## src/hw/rtl/sslc_pkg.sv

```systemverilog
// Package for the sampled serial line codec: phase codes, register indexes,
// reset values, character codes and the configuration struct.
// No dependencies; the interfaces, codec modules and bench take names from here.
package sslc_pkg;

   localparam int CYCLE_COUNT_WIDTH = 64;
   localparam int CSR_INDEX_WIDTH   = 2;
   localparam int CSR_DATA_WIDTH    = 16;

   localparam logic [CSR_INDEX_WIDTH-1:0] CSR_SAMPLES_PER_BIT   = 2'd0;
   localparam logic [CSR_INDEX_WIDTH-1:0] CSR_SAMPLE_INTERVAL   = 2'd1;
   localparam logic [CSR_INDEX_WIDTH-1:0] CSR_BITS_PER_CHAR     = 2'd2;
   localparam logic [CSR_INDEX_WIDTH-1:0] CSR_NEWLINE_TO_RETURN = 2'd3;

   localparam logic [7:0]  RESET_SAMPLES_PER_BIT   = 8'd27;
   localparam logic [15:0] RESET_SAMPLE_INTERVAL   = 16'd1000;
   localparam logic [3:0]  RESET_BITS_PER_CHAR     = 4'd7;
   localparam logic        RESET_NEWLINE_TO_RETURN = 1'b1;

   localparam logic [7:0] CHAR_LF = 8'd10;
   localparam logic [7:0] CHAR_CR = 8'd13;

   typedef enum logic [3:0] {
      PH_IDLE  = 4'b0001,
      PH_START = 4'b0010,
      PH_DATA  = 4'b0100,
      PH_STOP  = 4'b1000
   } phase_type;

   typedef struct packed {
      logic [7:0] samples_per_bit;
      logic [3:0] bits_per_char;
      logic       newline_to_return;
   } cfg_type;

   typedef struct packed {
      logic step;
      logic sample;
   } ctrl_type;

endpackage

```

## src/hw/rtl/sslc_if.sv

```systemverilog
// Channel interfaces of the sampled serial line codec: request and response.
// Depends on sslc_pkg for the cycle count width.
interface sslc_req_if;
   logic                                   valid;
   logic                                   ready;
   logic [sslc_pkg::CYCLE_COUNT_WIDTH-1:0] cycle_count;
   logic                                   line_out_level;
   logic                                   send_valid;
   logic [7:0]                             send_byte;

   modport source (output valid, cycle_count, line_out_level, send_valid, send_byte,
                   input ready);
   modport sink   (input valid, cycle_count, line_out_level, send_valid, send_byte,
                   output ready);
endinterface

interface sslc_rsp_if;
   logic       valid;
   logic       ready;
   logic       line_in_level;
   logic       char_valid;
   logic [7:0] char_data;
   logic       send_accepted;
   logic       sample_taken;

   modport source (output valid, line_in_level, char_valid, char_data, send_accepted,
                   sample_taken, input ready);
   modport sink   (input valid, line_in_level, char_valid, char_data, send_accepted,
                   sample_taken, output ready);
endinterface

```

## src/hw/rtl/sampled_serial_line_codec.sv

```systemverilog
// Top level of the sampled serial line codec: input register, sample pacing,
// configuration registers and result register. Uses sslc_pkg, sslc_if,
// sslc_recv and sslc_send.
//
//   channel    role     beat
//   req_chan   sink     cycle count, serial-out level, optional byte to send
//   rsp_chan   source   serial-in level, received char, send/sample flags
//   csr_*      write    register index and data, no read-back
//
// One beat per cycle sustained while rsp is not stalled; a beat passes the input
// register, then the result register, from req to rsp. The 64-bit sample compare
// and the next-sample add set the path. A stalled rsp holds one result while one
// more req beat waits in the input register. Synchronous reset returns the config
// registers, valid flags, pacing and side state to defaults; data regs are kept.
module sampled_serial_line_codec #(
   parameter int CYCLE_WIDTH = 64
) (
   input  logic                                 clock,
   input  logic                                 reset,
   sslc_req_if.sink                             req_chan,
   sslc_rsp_if.source                           rsp_chan,
   input  logic                                 csr_wr_en,
   input  logic [sslc_pkg::CSR_INDEX_WIDTH-1:0] csr_index,
   input  logic [sslc_pkg::CSR_DATA_WIDTH-1:0]  csr_wr_data
);

   logic [7:0]  samples_per_bit_ff;
   logic [15:0] sample_interval_ff;
   logic [3:0]  bits_per_char_ff;
   logic        newline_to_return_ff;

   logic                   s1_valid_ff;
   logic [CYCLE_WIDTH-1:0] s1_now_ff;
   logic                   s1_level_ff;
   logic                   s1_offer_ff;
   logic [7:0]             s1_byte_ff;

   logic [CYCLE_WIDTH-1:0] next_at_ff, next_at_in;

   logic       rsp_valid_ff;
   logic       rsp_line_ff;
   logic       rsp_char_valid_ff;
   logic [7:0] rsp_char_ff;
   logic       rsp_accepted_ff;
   logic       rsp_sample_ff;

   logic               advance;
   sslc_pkg::cfg_type  cfg;
   sslc_pkg::ctrl_type ctrl;
   logic               recv_done;
   logic [7:0]         recv_char;
   logic               send_accepted;
   logic               drive_level_in;

   assign advance       = s1_valid_ff && (!rsp_valid_ff || rsp_chan.ready);
   assign req_chan.ready = !s1_valid_ff || advance;

   assign ctrl.step   = advance;
   assign ctrl.sample = advance && (s1_now_ff >= next_at_ff);
   assign next_at_in  = next_at_ff + CYCLE_WIDTH'(sample_interval_ff);

   assign cfg.samples_per_bit   = samples_per_bit_ff;
   assign cfg.bits_per_char     = bits_per_char_ff;
   assign cfg.newline_to_return = newline_to_return_ff;

   sslc_recv u_recv (
      .clock     (clock),
      .reset     (reset),
      .cfg       (cfg),
      .ctrl      (ctrl),
      .level     (s1_level_ff),
      .done      (recv_done),
      .char_data (recv_char)
   );

   sslc_send u_send (
      .clock          (clock),
      .reset          (reset),
      .cfg            (cfg),
      .ctrl           (ctrl),
      .send_valid     (s1_offer_ff),
      .send_byte      (s1_byte_ff),
      .accepted       (send_accepted),
      .drive_level_in (drive_level_in)
   );

   always_ff @(posedge clock) begin
      if (reset) begin
         samples_per_bit_ff   <= sslc_pkg::RESET_SAMPLES_PER_BIT;
         sample_interval_ff   <= sslc_pkg::RESET_SAMPLE_INTERVAL;
         bits_per_char_ff     <= sslc_pkg::RESET_BITS_PER_CHAR;
         newline_to_return_ff <= sslc_pkg::RESET_NEWLINE_TO_RETURN;
      end else if (csr_wr_en) begin
         unique case (csr_index)
            sslc_pkg::CSR_SAMPLES_PER_BIT:   samples_per_bit_ff   <= csr_wr_data[7:0];
            sslc_pkg::CSR_SAMPLE_INTERVAL:   sample_interval_ff   <= csr_wr_data;
            sslc_pkg::CSR_BITS_PER_CHAR:     bits_per_char_ff     <= csr_wr_data[3:0];
            sslc_pkg::CSR_NEWLINE_TO_RETURN: newline_to_return_ff <= csr_wr_data[0];
            default: begin
            end
         endcase
      end
   end

   always_ff @(posedge clock) begin
      if (reset) begin
         s1_valid_ff <= 1'b0;
      end else if (req_chan.ready) begin
         s1_valid_ff <= req_chan.valid;
      end
   end

   always_ff @(posedge clock) begin
      if (req_chan.valid && req_chan.ready) begin
         s1_now_ff   <= req_chan.cycle_count[CYCLE_WIDTH-1:0];
         s1_level_ff <= req_chan.line_out_level;
         s1_offer_ff <= req_chan.send_valid;
         s1_byte_ff  <= req_chan.send_byte;
      end
   end

   always_ff @(posedge clock) begin
      if (reset) begin
         next_at_ff <= '0;
      end else if (ctrl.sample) begin
         next_at_ff <= next_at_in;
      end
   end

   always_ff @(posedge clock) begin
      if (reset) begin
         rsp_valid_ff <= 1'b0;
      end else if (advance) begin
         rsp_valid_ff <= 1'b1;
      end else if (rsp_chan.ready) begin
         rsp_valid_ff <= 1'b0;
      end
   end

   always_ff @(posedge clock) begin
      if (advance) begin
         rsp_line_ff       <= drive_level_in;
         rsp_char_valid_ff <= recv_done;
         rsp_char_ff       <= recv_done ? recv_char : 8'd0;
         rsp_accepted_ff   <= send_accepted;
         rsp_sample_ff     <= ctrl.sample;
      end
   end

   assign rsp_chan.valid         = rsp_valid_ff;
   assign rsp_chan.line_in_level = rsp_line_ff;
   assign rsp_chan.char_valid    = rsp_char_valid_ff;
   assign rsp_chan.char_data     = rsp_char_ff;
   assign rsp_chan.send_accepted = rsp_accepted_ff;
   assign rsp_chan.sample_taken  = rsp_sample_ff;

endmodule

```

## src/hw/rtl/sslc_recv.sv

```systemverilog
// Receive side: samples the processor serial output and assembles characters.
// Depends on sslc_pkg for phase codes and the configuration struct.
module sslc_recv (
   input  logic             clock,
   input  logic             reset,
   input  sslc_pkg::cfg_type  cfg,
   input  sslc_pkg::ctrl_type ctrl,
   input  logic             level,
   output logic             done,
   output logic [7:0]       char_data
);

   sslc_pkg::phase_type phase_ff, phase_in;
   logic [7:0] tick_ff, tick_in, tick_inc;
   logic [7:0] high_ff, high_in, high_inc;
   logic [3:0] idx_ff, idx_in, idx_inc;
   logic [7:0] char_ff, char_in;
   logic       tick_last;

   assign tick_inc  = tick_ff + 8'd1;
   assign tick_last = tick_inc >= cfg.samples_per_bit;
   assign high_inc  = high_ff + {7'd0, level};
   assign idx_inc   = idx_ff + 4'd1;

   always_comb begin
      phase_in = phase_ff;
      tick_in  = tick_ff;
      high_in  = high_ff;
      idx_in   = idx_ff;
      char_in  = char_ff;
      done     = 1'b0;
      if (ctrl.sample) begin
         unique case (phase_ff)
            sslc_pkg::PH_IDLE: begin
               if (level) begin
                  tick_in  = 8'd0;
                  phase_in = sslc_pkg::PH_START;
               end
            end
            sslc_pkg::PH_START: begin
               tick_in = tick_inc;
               if (tick_last) begin
                  tick_in  = 8'd0;
                  high_in  = 8'd0;
                  idx_in   = 4'd0;
                  char_in  = 8'd0;
                  phase_in = sslc_pkg::PH_DATA;
               end
            end
            sslc_pkg::PH_DATA: begin
               tick_in = tick_inc;
               high_in = high_inc;
               if (tick_last) begin
                  // inverted polarity: few high samples make a one
                  if (high_inc < {1'b0, cfg.samples_per_bit[7:1]} && !idx_ff[3]) begin
                     char_in[idx_ff[2:0]] = 1'b1;
                  end
                  tick_in = 8'd0;
                  high_in = 8'd0;
                  idx_in  = idx_inc;
                  if (idx_inc >= cfg.bits_per_char) begin
                     phase_in = sslc_pkg::PH_STOP;
                  end
               end
            end
            sslc_pkg::PH_STOP: begin
               tick_in = tick_inc;
               if (tick_last) begin
                  phase_in = sslc_pkg::PH_IDLE;
                  done     = 1'b1;
               end
            end
            default: begin
               phase_in = sslc_pkg::PH_IDLE;
            end
         endcase
      end
   end

   assign char_data = char_ff;

   always_ff @(posedge clock) begin
      if (reset) begin
         phase_ff <= sslc_pkg::PH_IDLE;
         tick_ff  <= 8'd0;
         high_ff  <= 8'd0;
         idx_ff   <= 4'd0;
         char_ff  <= 8'd0;
      end else begin
         phase_ff <= phase_in;
         tick_ff  <= tick_in;
         high_ff  <= high_in;
         idx_ff   <= idx_in;
         char_ff  <= char_in;
      end
   end

endmodule

```

## src/hw/rtl/sslc_send.sv

```systemverilog
// Send side: loads offered bytes and drives the processor serial input.
// Depends on sslc_pkg for phase codes, character codes and the config struct.
module sslc_send (
   input  logic             clock,
   input  logic             reset,
   input  sslc_pkg::cfg_type  cfg,
   input  sslc_pkg::ctrl_type ctrl,
   input  logic             send_valid,
   input  logic [7:0]       send_byte,
   output logic             accepted,
   output logic             drive_level_in
);

   sslc_pkg::phase_type phase_ff, phase_in, phase_a;
   logic [7:0] tick_ff, tick_in, tick_a, tick_inc;
   logic [3:0] idx_ff, idx_in, idx_inc;
   logic [7:0] char_ff, char_in, byte_cv;
   logic       drive_level_ff;
   logic       tick_last;

   assign accepted = ctrl.step && send_valid && (phase_ff == sslc_pkg::PH_IDLE);
   assign byte_cv  = (cfg.newline_to_return && send_byte == sslc_pkg::CHAR_LF) ?
                     sslc_pkg::CHAR_CR : send_byte;

   // load the offered byte ahead of the sample tick
   always_comb begin
      phase_a = phase_ff;
      tick_a  = tick_ff;
      char_in = char_ff;
      if (accepted) begin
         phase_a = sslc_pkg::PH_START;
         tick_a  = 8'd0;
         char_in = byte_cv;
      end
   end

   assign tick_inc  = tick_a + 8'd1;
   assign tick_last = tick_inc >= cfg.samples_per_bit;
   assign idx_inc   = idx_ff + 4'd1;

   always_comb begin
      phase_in       = phase_a;
      tick_in        = tick_a;
      idx_in         = idx_ff;
      drive_level_in = drive_level_ff;
      if (ctrl.sample) begin
         unique case (phase_a)
            sslc_pkg::PH_IDLE: begin
               drive_level_in = drive_level_ff;
            end
            sslc_pkg::PH_START: begin
               drive_level_in = 1'b0;
               tick_in        = tick_inc;
               if (tick_last) begin
                  tick_in  = 8'd0;
                  idx_in   = 4'd0;
                  phase_in = sslc_pkg::PH_DATA;
               end
            end
            sslc_pkg::PH_DATA: begin
               drive_level_in = idx_ff[3] ? 1'b0 : char_in[idx_ff[2:0]];
               tick_in        = tick_inc;
               if (tick_last) begin
                  tick_in = 8'd0;
                  idx_in  = idx_inc;
                  if (idx_inc >= cfg.bits_per_char) begin
                     phase_in = sslc_pkg::PH_STOP;
                  end
               end
            end
            sslc_pkg::PH_STOP: begin
               drive_level_in = 1'b1;
               tick_in        = tick_inc;
               if (tick_last) begin
                  phase_in = sslc_pkg::PH_IDLE;
               end
            end
            default: begin
               phase_in = sslc_pkg::PH_IDLE;
            end
         endcase
      end
   end

   always_ff @(posedge clock) begin
      if (reset) begin
         phase_ff       <= sslc_pkg::PH_IDLE;
         tick_ff        <= 8'd0;
         idx_ff         <= 4'd0;
         char_ff        <= 8'd0;
         drive_level_ff <= 1'b1;
      end else begin
         phase_ff       <= phase_in;
         tick_ff        <= tick_in;
         idx_ff         <= idx_in;
         char_ff        <= char_in;
         drive_level_ff <= drive_level_in;
      end
   end

endmodule

```

## src/flat_wrapper.sv

```systemverilog
// flat-port wrapper written by rule: the top's interface ports become plain ports
module sampled_serial_line_codec_flat 
#(
   parameter int CYCLE_WIDTH = 64
)
  (clock, reset, csr_wr_en, csr_index, csr_wr_data, req_chan_valid, req_chan_cycle_count, req_chan_line_out_level, req_chan_send_valid, req_chan_send_byte, req_chan_ready, rsp_chan_valid, rsp_chan_line_in_level, rsp_chan_char_valid, rsp_chan_char_data, rsp_chan_send_accepted, rsp_chan_sample_taken, rsp_chan_ready);
  sslc_req_if req_chan_i ();
  sslc_rsp_if rsp_chan_i ();
  input  logic clock;
  input  logic reset;
  input  logic csr_wr_en;
  input  logic [sslc_pkg::CSR_INDEX_WIDTH-1:0] csr_index;
  input  logic [sslc_pkg::CSR_DATA_WIDTH-1:0] csr_wr_data;
  input wire logic [$bits(req_chan_i.valid)-1:0] req_chan_valid;
  input wire logic [$bits(req_chan_i.cycle_count)-1:0] req_chan_cycle_count;
  input wire logic [$bits(req_chan_i.line_out_level)-1:0] req_chan_line_out_level;
  input wire logic [$bits(req_chan_i.send_valid)-1:0] req_chan_send_valid;
  input wire logic [$bits(req_chan_i.send_byte)-1:0] req_chan_send_byte;
  output wire logic [$bits(req_chan_i.ready)-1:0] req_chan_ready;
  output wire logic [$bits(rsp_chan_i.valid)-1:0] rsp_chan_valid;
  output wire logic [$bits(rsp_chan_i.line_in_level)-1:0] rsp_chan_line_in_level;
  output wire logic [$bits(rsp_chan_i.char_valid)-1:0] rsp_chan_char_valid;
  output wire logic [$bits(rsp_chan_i.char_data)-1:0] rsp_chan_char_data;
  output wire logic [$bits(rsp_chan_i.send_accepted)-1:0] rsp_chan_send_accepted;
  output wire logic [$bits(rsp_chan_i.sample_taken)-1:0] rsp_chan_sample_taken;
  input wire logic [$bits(rsp_chan_i.ready)-1:0] rsp_chan_ready;
  assign req_chan_i.valid = req_chan_valid;
  assign req_chan_i.cycle_count = req_chan_cycle_count;
  assign req_chan_i.line_out_level = req_chan_line_out_level;
  assign req_chan_i.send_valid = req_chan_send_valid;
  assign req_chan_i.send_byte = req_chan_send_byte;
  assign req_chan_ready = req_chan_i.ready;
  assign rsp_chan_valid = rsp_chan_i.valid;
  assign rsp_chan_line_in_level = rsp_chan_i.line_in_level;
  assign rsp_chan_char_valid = rsp_chan_i.char_valid;
  assign rsp_chan_char_data = rsp_chan_i.char_data;
  assign rsp_chan_send_accepted = rsp_chan_i.send_accepted;
  assign rsp_chan_sample_taken = rsp_chan_i.sample_taken;
  assign rsp_chan_i.ready = rsp_chan_ready;
  sampled_serial_line_codec #(.CYCLE_WIDTH(CYCLE_WIDTH)) u_core (.clock(clock), .reset(reset), .req_chan(req_chan_i), .rsp_chan(rsp_chan_i), .csr_wr_en(csr_wr_en), .csr_index(csr_index), .csr_wr_data(csr_wr_data));
endmodule
```

## config.mk

```make
export PLATFORM = sky130hd
export DESIGN_NAME = sampled_serial_line_codec_flat
export DESIGN_NICKNAME = d
export VERILOG_FILES = /design/src/hw/rtl/sslc_pkg.sv /design/src/hw/rtl/sslc_if.sv /design/src/hw/rtl/sampled_serial_line_codec.sv /design/src/hw/rtl/sslc_recv.sv /design/src/hw/rtl/sslc_send.sv /design/src/flat_wrapper.sv
export SDC_FILE = /design/constraint.sdc
export NUM_CORES = 1
export LEC_CHECK = 0
export ABC_AREA = 1
export BUFFER_PORTS_ARGS = -buffer_cell sky130_fd_sc_hd__buf_2
export CAP_MARGIN = 20
export CORE_MARGIN = 4
export CORE_UTILIZATION = 55
export CTS_CLUSTER_DIAMETER = 50
export DETAILED_ROUTE_END_ITERATION = 7
export GPL_TIMING_DRIVEN = 0
export PLACE_DENSITY = 0.77
export SETUP_SLACK_MARGIN = 0.5
export SLEW_MARGIN = 20
export SYNTH_ARGS = -nofsm -noshare
export SYNTH_HDL_FRONTEND = slang
export SYNTH_HIERARCHICAL = 1
export SYNTH_SLANG_ARGS = --single-unit
export TNS_END_PERCENT = 20
```

## constraint.sdc

```tcl
create_clock -name clock -period 4.1 [get_ports clock]
set_clock_uncertainty 0.1 [all_clocks]
set_input_delay 0.41 -clock clock [delete_from_list [all_inputs] [get_ports clock]]
set_output_delay 0.41 -clock clock [all_outputs]
set_load 0.02 [all_outputs]
```

* Word level (Yosys, flattened, before mapping)
Index checks and enable logic that the tools add are counted.
W data, S select, Z words.
** Storage, ports and cells
- Flip-flop bits (word level) :: 238
- Output and inout port bits :: 14
- Bits of input ports :: 97
** Cells by class
- Equality and inequality tests :: 21
- Bitwise logic cells :: 1
- $add $sub $neg :: 6
- Reductions and logical operators :: 30
- Magnitude comparators :: 9
- Muxes and demuxes :: 46
** Operators by type and width (count)
- $mux W8 :: 11
- $add A64 B16 Y64 :: 1
- $ge A64 B64 Y1 :: 1
- $mux W4 :: 15
- $pmux W8 S2 :: 3
- $pmux W4 S4 :: 2
- $pmux W8 S3 :: 1
- $add A8 B1 Y8 const B :: 2
- $ge A8 B8 Y1 :: 2
- $pmux W4 S2 :: 2
- $ne A2 B2 Y1 const B :: 7
- $eq A4 B1 Y1 const B :: 3
- $mux W1 :: 9
- $add A4 B1 Y4 const B :: 2
- $add A8 B1 Y8 :: 1
- $eq A4 B2 Y1 const B :: 2
- $eq A4 B3 Y1 const B :: 2
- $eq A4 B4 Y1 const B :: 2
- $eq A8 B4 Y1 const B :: 1
- $ge A4 B4 Y1 :: 2
- $logic_and A1 B1 Y1 :: 8
- $lt A3 B4 Y1 const B :: 2
- $lt A8 B7 Y1 :: 1
- $or A8 B8 Y8 :: 1
- other kinds (18) :: 30

* Longest topological paths before layout
- Word-level depth :: 11
- Mapped depth :: 27

* By module
Netlist, hierarchy kept.
** Modules (own cells, without submodules)
- sampled_serial_line_codec :: cells each 1270, area an instance 9980.8 µm², instances 1
- sslc_recv :: cells each 298, area an instance 2155.8 µm², instances 1
- sslc_send :: cells each 268, area an instance 1747.9 µm², instances 1

* Least setup slack after synthesis
Ideal clock, no wire load.
- Path kind :: in2reg
- From :: in rsp_chan_ready
- To :: reg u_core.u_send.idx_ff[2]
- Path slack :: -145 ps
- Required time :: 3930 ps
- Stages :: 26
- Buffers on the path :: 3
- Library setup time :: 70 ps
- Arrival time :: 4075 ps
- Cell sequence :: inv_1 nand2_1 nand2_1 inv_1 clkbuf_1 clkbuf_1 nand2_1 inv_1 nand3_4 buf_2 nand2_1 inv_1 ha_1 nand3_2 nor2_1 nand2_1 xor2_1 ha_1 inv_1 nor3_1 nand4_1 nand3_1 nand3_1 inv_1 nand3_1 a21oi_1
** On the way
- Cells in the longest elaborated chain, start to end :: 9
- Elaborated cells on any way between the ends :: 16
** Ends and longest elaborated chain
- start: declaration :: RTL line flat_wrapper.sv:26 : input wire logic [$bits(rsp_chan_i.ready)-1:0] rsp_chan_ready;
- $logic_or A1 B1 Y1 * :: RTL line sampled_serial_line_codec.sv:55 : assign advance = s1_valid_ff && (!rsp_valid_ff || rsp_chan.ready);
- $logic_and A1 B1 Y1 * :: RTL line sampled_serial_line_codec.sv:55
- net u_core.advance :: RTL line sampled_serial_line_codec.sv:47 : logic advance;
- $logic_and A1 B1 Y1 (2 in series) :: RTL line sslc_send.sv:21 : assign accepted = ctrl.step && send_valid && (phase_ff == sslc_pkg::PH_IDLE);
- $mux W8 :: RTL line sslc_send.sv:30 : if (accepted) begin
- $add A8 B1 Y8 :: RTL line sslc_send.sv:37 : assign tick_inc = tick_a + 8'd1;
- $ge A8 B8 Y1 :: RTL line sslc_send.sv:38 : assign tick_last = tick_inc >= cfg.samples_per_bit;
- $ne A2 B2 Y1 (no source line)
- $reduce_and A4 Y1 (no source line)
- end signal: assignment :: RTL line sslc_send.sv:95 : idx_ff <= idx_in;
- end: declaration :: RTL line sslc_send.sv:16 : logic [3:0] idx_ff, idx_in, idx_inc;
Mark *: on every way through the listed nets, which the timed path passes. The rest lies on a longest branch.
A chain may end at the register's enable or synchronous reset.

* Worst setup path after layout
- From :: reg u_core.rsp_valid_ff (netlist: u_core/rsp_chan.valid)
- To :: reg u_core.u_send.tick_ff[0]
** On the way
- Cells in the longest elaborated chain, start to end :: 11
- Elaborated cells on any way between the ends :: 17
** Ends and longest elaborated chain
- start: declaration :: RTL line sampled_serial_line_codec.sv:40 : logic rsp_valid_ff;
- start signal: assignment :: RTL line sampled_serial_line_codec.sv:132 : rsp_valid_ff <= 1'b0;
- start signal: assignment :: RTL line sampled_serial_line_codec.sv:134 : rsp_valid_ff <= 1'b1;
- start signal: assignment :: RTL line sampled_serial_line_codec.sv:136 : rsp_valid_ff <= 1'b0;
- $logic_not A1 Y1 * :: RTL line sampled_serial_line_codec.sv:55
- $logic_or A1 B1 Y1 * :: RTL line sampled_serial_line_codec.sv:55
- $logic_and A1 B1 Y1 * :: RTL line sampled_serial_line_codec.sv:55
- net u_core.advance :: RTL line sampled_serial_line_codec.sv:47
- $logic_and A1 B1 Y1 (2 in series) :: RTL line sslc_send.sv:21
- $mux W8 :: RTL line sslc_send.sv:30
- $add A8 B1 Y8 :: RTL line sslc_send.sv:37
- $ge A8 B8 Y1 :: RTL line sslc_send.sv:38
- $mux W8 :: RTL line sslc_send.sv:54, sslc_send.sv:63
- $pmux W8 S2 :: RTL line sslc_send.sv:47 : unique case (phase_a)
- $mux W8 * :: RTL line sslc_send.sv:46 : if (ctrl.sample) begin
- end signal: assignment :: RTL line sslc_send.sv:94 : tick_ff <= tick_in;
- end: declaration :: RTL line sslc_send.sv:15 : logic [7:0] tick_ff, tick_in, tick_a, tick_inc;
Marks and branches as above.

==> impl_metrics.csv <==
group,metric,value,unit
global_routing,antenna_found_initial,0,
critical_path,crit_type,"flop to flop",
status,status,"completed",
synth,synth-simple-area-share,30.6,%
power_and_ir_drop,power.leakage,7.42,nW
critical_path,r2r_cells,25,
clock_tree,cts_tree,"built",
critical_path,end_kind,"flop",
synth,synth_top_family_by_area,"simple AND/OR/NAND/NOR gates",
placed_design,place_hpwl,26500,um
routing,drt-initial-drc-count,1037,
synth,ys_seq_area_share,40.5,%
critical_path,crit_required,4.50,ns
synth,syn_area,13900,um2
global_routing,grt_pass1_wl,60200,um
clock_tree,h-tree-depth,1,
die,die_w,167,um
clock_tree,clkTransAtPathRegs,0.06,ns
synth,ys_types,48,
global_routing,first_global_vias,12693,
synth,synth_cells,1836,
timing,rsz0062_at_grt,"false",
hold_path,hp-class,"primary input to flop",
timing,post-route-period-util,84.3,%
power_and_ir_drop,power,5.85,mW
flow_run,maxCapViolCount,0,
timing,maxSlewHeadroom,46.0,%
synth,synth_top_area_share,21.9,%
placed_design,pre_cts_ws,-0.456,ns
synth,synth_area_leader_cell,"dfxtp_1",
placed_design,placed_area,14900,um2
global_routing,grt_max_degree,50,
routing,wl_per_cell,15.2,um
clock_tree,cts_made_buffers,31,
critical_path,crit_fanout,11,
finish,num_antenna_cells,0,
die,die_y,167,um
finish,nets,2290,
power_and_ir_drop,ir_drop,0.000354,V
synth,synth_xor_area_share,2.02,%
synth,avgSynthCellArea,7.56,um2
timing,maxSlewViolCount,0,
synth,yosys_warnings,6,
routing,avgViaCountPerCell,5.38,
finish,fin_cells,2425,
timing,period_needed,3.46,ns
synth,synth_compound_area_share,8.16,%
placed_design,dp.cells,2271,
finish,syn_to_final_growth,22.0,%
synth,synth_area_leaders,"dfxtp_1, edfxtp_1, nand2_1",
die,die-area,27900,um2
finish,drive_gt1_share,13.0,%
routing,drc,0,
die,ios,111,
clock_tree,clk_latency,0.57,ns
hold_path,holdPathStages,3,
synth,ys_ff_latch,238,
critical_path,cp-start-kind,"flop",
timing,setup_viol,0,
finish,stdcell_area,16900,um2
power_and_ir_drop,powerDensity,345,nW/um2
placed_design,port_buffers,110,
critical_path,r2r-start,"u_core/rsp_chan.valid",
clock_tree,cts_root_buf,"clkbuf_16",
critical_path,worst-r2r-setup-slack,0.64,ns
timing,tightest_slew,0.803,ns
synth,synthMuxAreaShare,0,%
critical_path,cp-startpoint,"u_core/rsp_chan.valid",
timing,clock.fmax,289,MHz
synth,synth_ff_type,"dfxtp_1",
die,start_util,56.4,%
routing,first_pass_iters,5,
timing,holdWs,0.00776,ns
routing,drt-total-wl,36700,um
timing,finalHoldViolCount,0,
global_routing,overflow,0,
synth,synth_edf_count,86,
die,core,24600,um2
placed_design,gp_congestion,0.972,
global_routing,grt_use_total,25.7,%
routing,ant_nets,0,
routing,vias,13053,
hold_path,hp-start,"csr_wr_data[15]",
critical_path,cp.arrival,3.86,ns
die,core.rowCount,57,
synth,syn-num-nets,2050,
clock_tree,cts_buffer_depth,3,
synth,synthAdderAreaFrac,10.6,%
timing,fin_ws,0.645,ns
synth,ys_async_sr_fraction,0,%
clock_tree,numClockSinks,238,
worst max-delay path: stages (launching register included):
cell       delay (ns)
dfxtp_2          0.34
nand2_2          0.08
nand2_4          0.10
inv_2            0.06
buf_12           0.14
clkbuf_16        0.15
nand2_1          0.07
inv_2            0.06
nand3_4          0.08
buf_8            0.11
nand2_1          0.07
inv_2            0.09
ha_4             0.14
nand3_2          0.09
nor2_1           0.11
nand2_1          0.09
xor2_2           0.16
ha_1             0.28
inv_2            0.07
nor3_1           0.05
nor3_2           0.18
nand3_4          0.17
a21oi_4          0.32
buf_6            0.14
nor2_1           0.03
nor2_1           0.07
kinds of logic after synthesis:
group	Yosys count
flip-flops	238
AND/OR/NAND/NOR	961
XOR/XNOR	32
AO/OA/AOI/OAI	210
adder cells (fa/ha/maj)	117
buffers and inverters	278
metrics by stage:
step	util (%)	setup TNS, ns
4_1_cts	68.3	0
5_1_grt	68.9	0
3_3_place_gp	60.4	-5.86
2_1_floorplan	-	0
3_5_place_dp	60.5	-6.13
6_report	68.9	0
power by group:
| group | internal (mW) | leakage [nW] | switching (mW) | total (mW) |
|---|---|---|---|---|
| clock | 1.48 | 0.474 | 1.09 | 2.57 |
| sequential | 2.54 | 2.07 | 0.0491 | 2.59 |
| combinational | 0.285 | 4.88 | 0.406 | 0.691 |
| total | 4.30 | 7.42 | 1.54 | 5.85 |
final timing paths:
check	to
setup / recovery	u_core/u_send/tick_ff[0]
hold / removal	u_core/sample_interval_ff[15]
setup reg to reg	u_core/u_send/tick_ff[0]
hold reg to reg	u_core/u_recv/char_data[7]
sequential cells by signal, indices dropped and copies added (netlist names), 4 cells and up:
signal	flops
u_core/u_send/idx_ff	4
u_core/u_recv/phase_ff	4
u_core/u_recv/idx_ff	4
u_core/u_send/phase_ff	4
u_core/u_send/char_ff	8
u_core/s1_now_ff	64
u_core/u_recv/high_ff	8
u_core/rsp_chan.char_data	8
u_core/samples_per_bit_ff	8
u_core/u_recv/tick_ff	8
u_core/bits_per_char_ff	4
u_core/s1_byte_ff	8
u_core/next_at_ff	64
u_core/u_send/tick_ff	8
u_core/u_recv/char_data	8
u_core/sample_interval_ff	16
synth_stat cells (all sizes together), types with 3 or more instances:
cell / number
nand2: 449
inv: 237
nor2: 226
nand3: 162
a21oi: 152
dfxtp: 152
ha: 116
edfxtp: 86
nor3: 51
nand4: 49
o21ai: 43
buf: 23
xor2: 21
clkbuf: 18
xnor2: 11
nor4: 10
nand3b: 6
o21bai: 5
and3: 3
nor3b: 3
routing by layer:
| metal | GRT usage, % | routed length, um |
|---|---|---|
| met5 | 0 | 0 |
| met4 | 7.86 | 1080 |
| met3 | 3.74 | 1960 |
| met2 | 43.8 | 17400 |
| met1 | 33.8 | 16300 |
cell type report:
class | count | area (um2)
inverter | 237 | 907
buffer | 41 | 277
multi-input combinational | 1320 | 7230
sequential | 238 | 5630
timing repair buffer | 207 | 1510
clock buffer | 37 | 798
fill | 2021 | 7660
clock inverter | 21 | 189
tap | 324 | 405
cells in the final DEF (no fill, tap or decap), drive strengths merged:
cell type    synthesis  layout
a21o                 2       2
a21oi              152     152
a31oi                2       2
and3                 3       3
buf                 23     148
bufinv               0       1
clkbuf              18      56
clkinv               0      11
clkinvlp             0       4
dfxtp              152     152
dlygate4sd3          0      81
edfxtp              86      86
fa                   1       1
ha                 116     116
inv                237     242
nand2              449     449
nand3              162     162
nand3b               6       6
nand4               49      49
nor2               226     226
nor3                51      51
nor3b                3       3
nor4                10      10
o211ai               2       2
o21a                 2       2
o21ai               43      43
o21bai               5       5
o22ai                2       2
or2                  2       2
xnor2               11      11
xor2                21      21
repair_timing:
| action | in CTS | in global routing |
|---|---|---|
| gates resized for setup | 12 | 21 |
| gates cloned | 1 | 0 |
| endpoints found under the setup margin | 16 | 40 |
| hold endpoints to repair | 81 | 0 |
| pin swaps | 7 | 5 |
| hold buffers | 81 | 0 |
| setup buffers | 6 | 8 |
No activity file was read; power rests on OpenSTA's default activity.
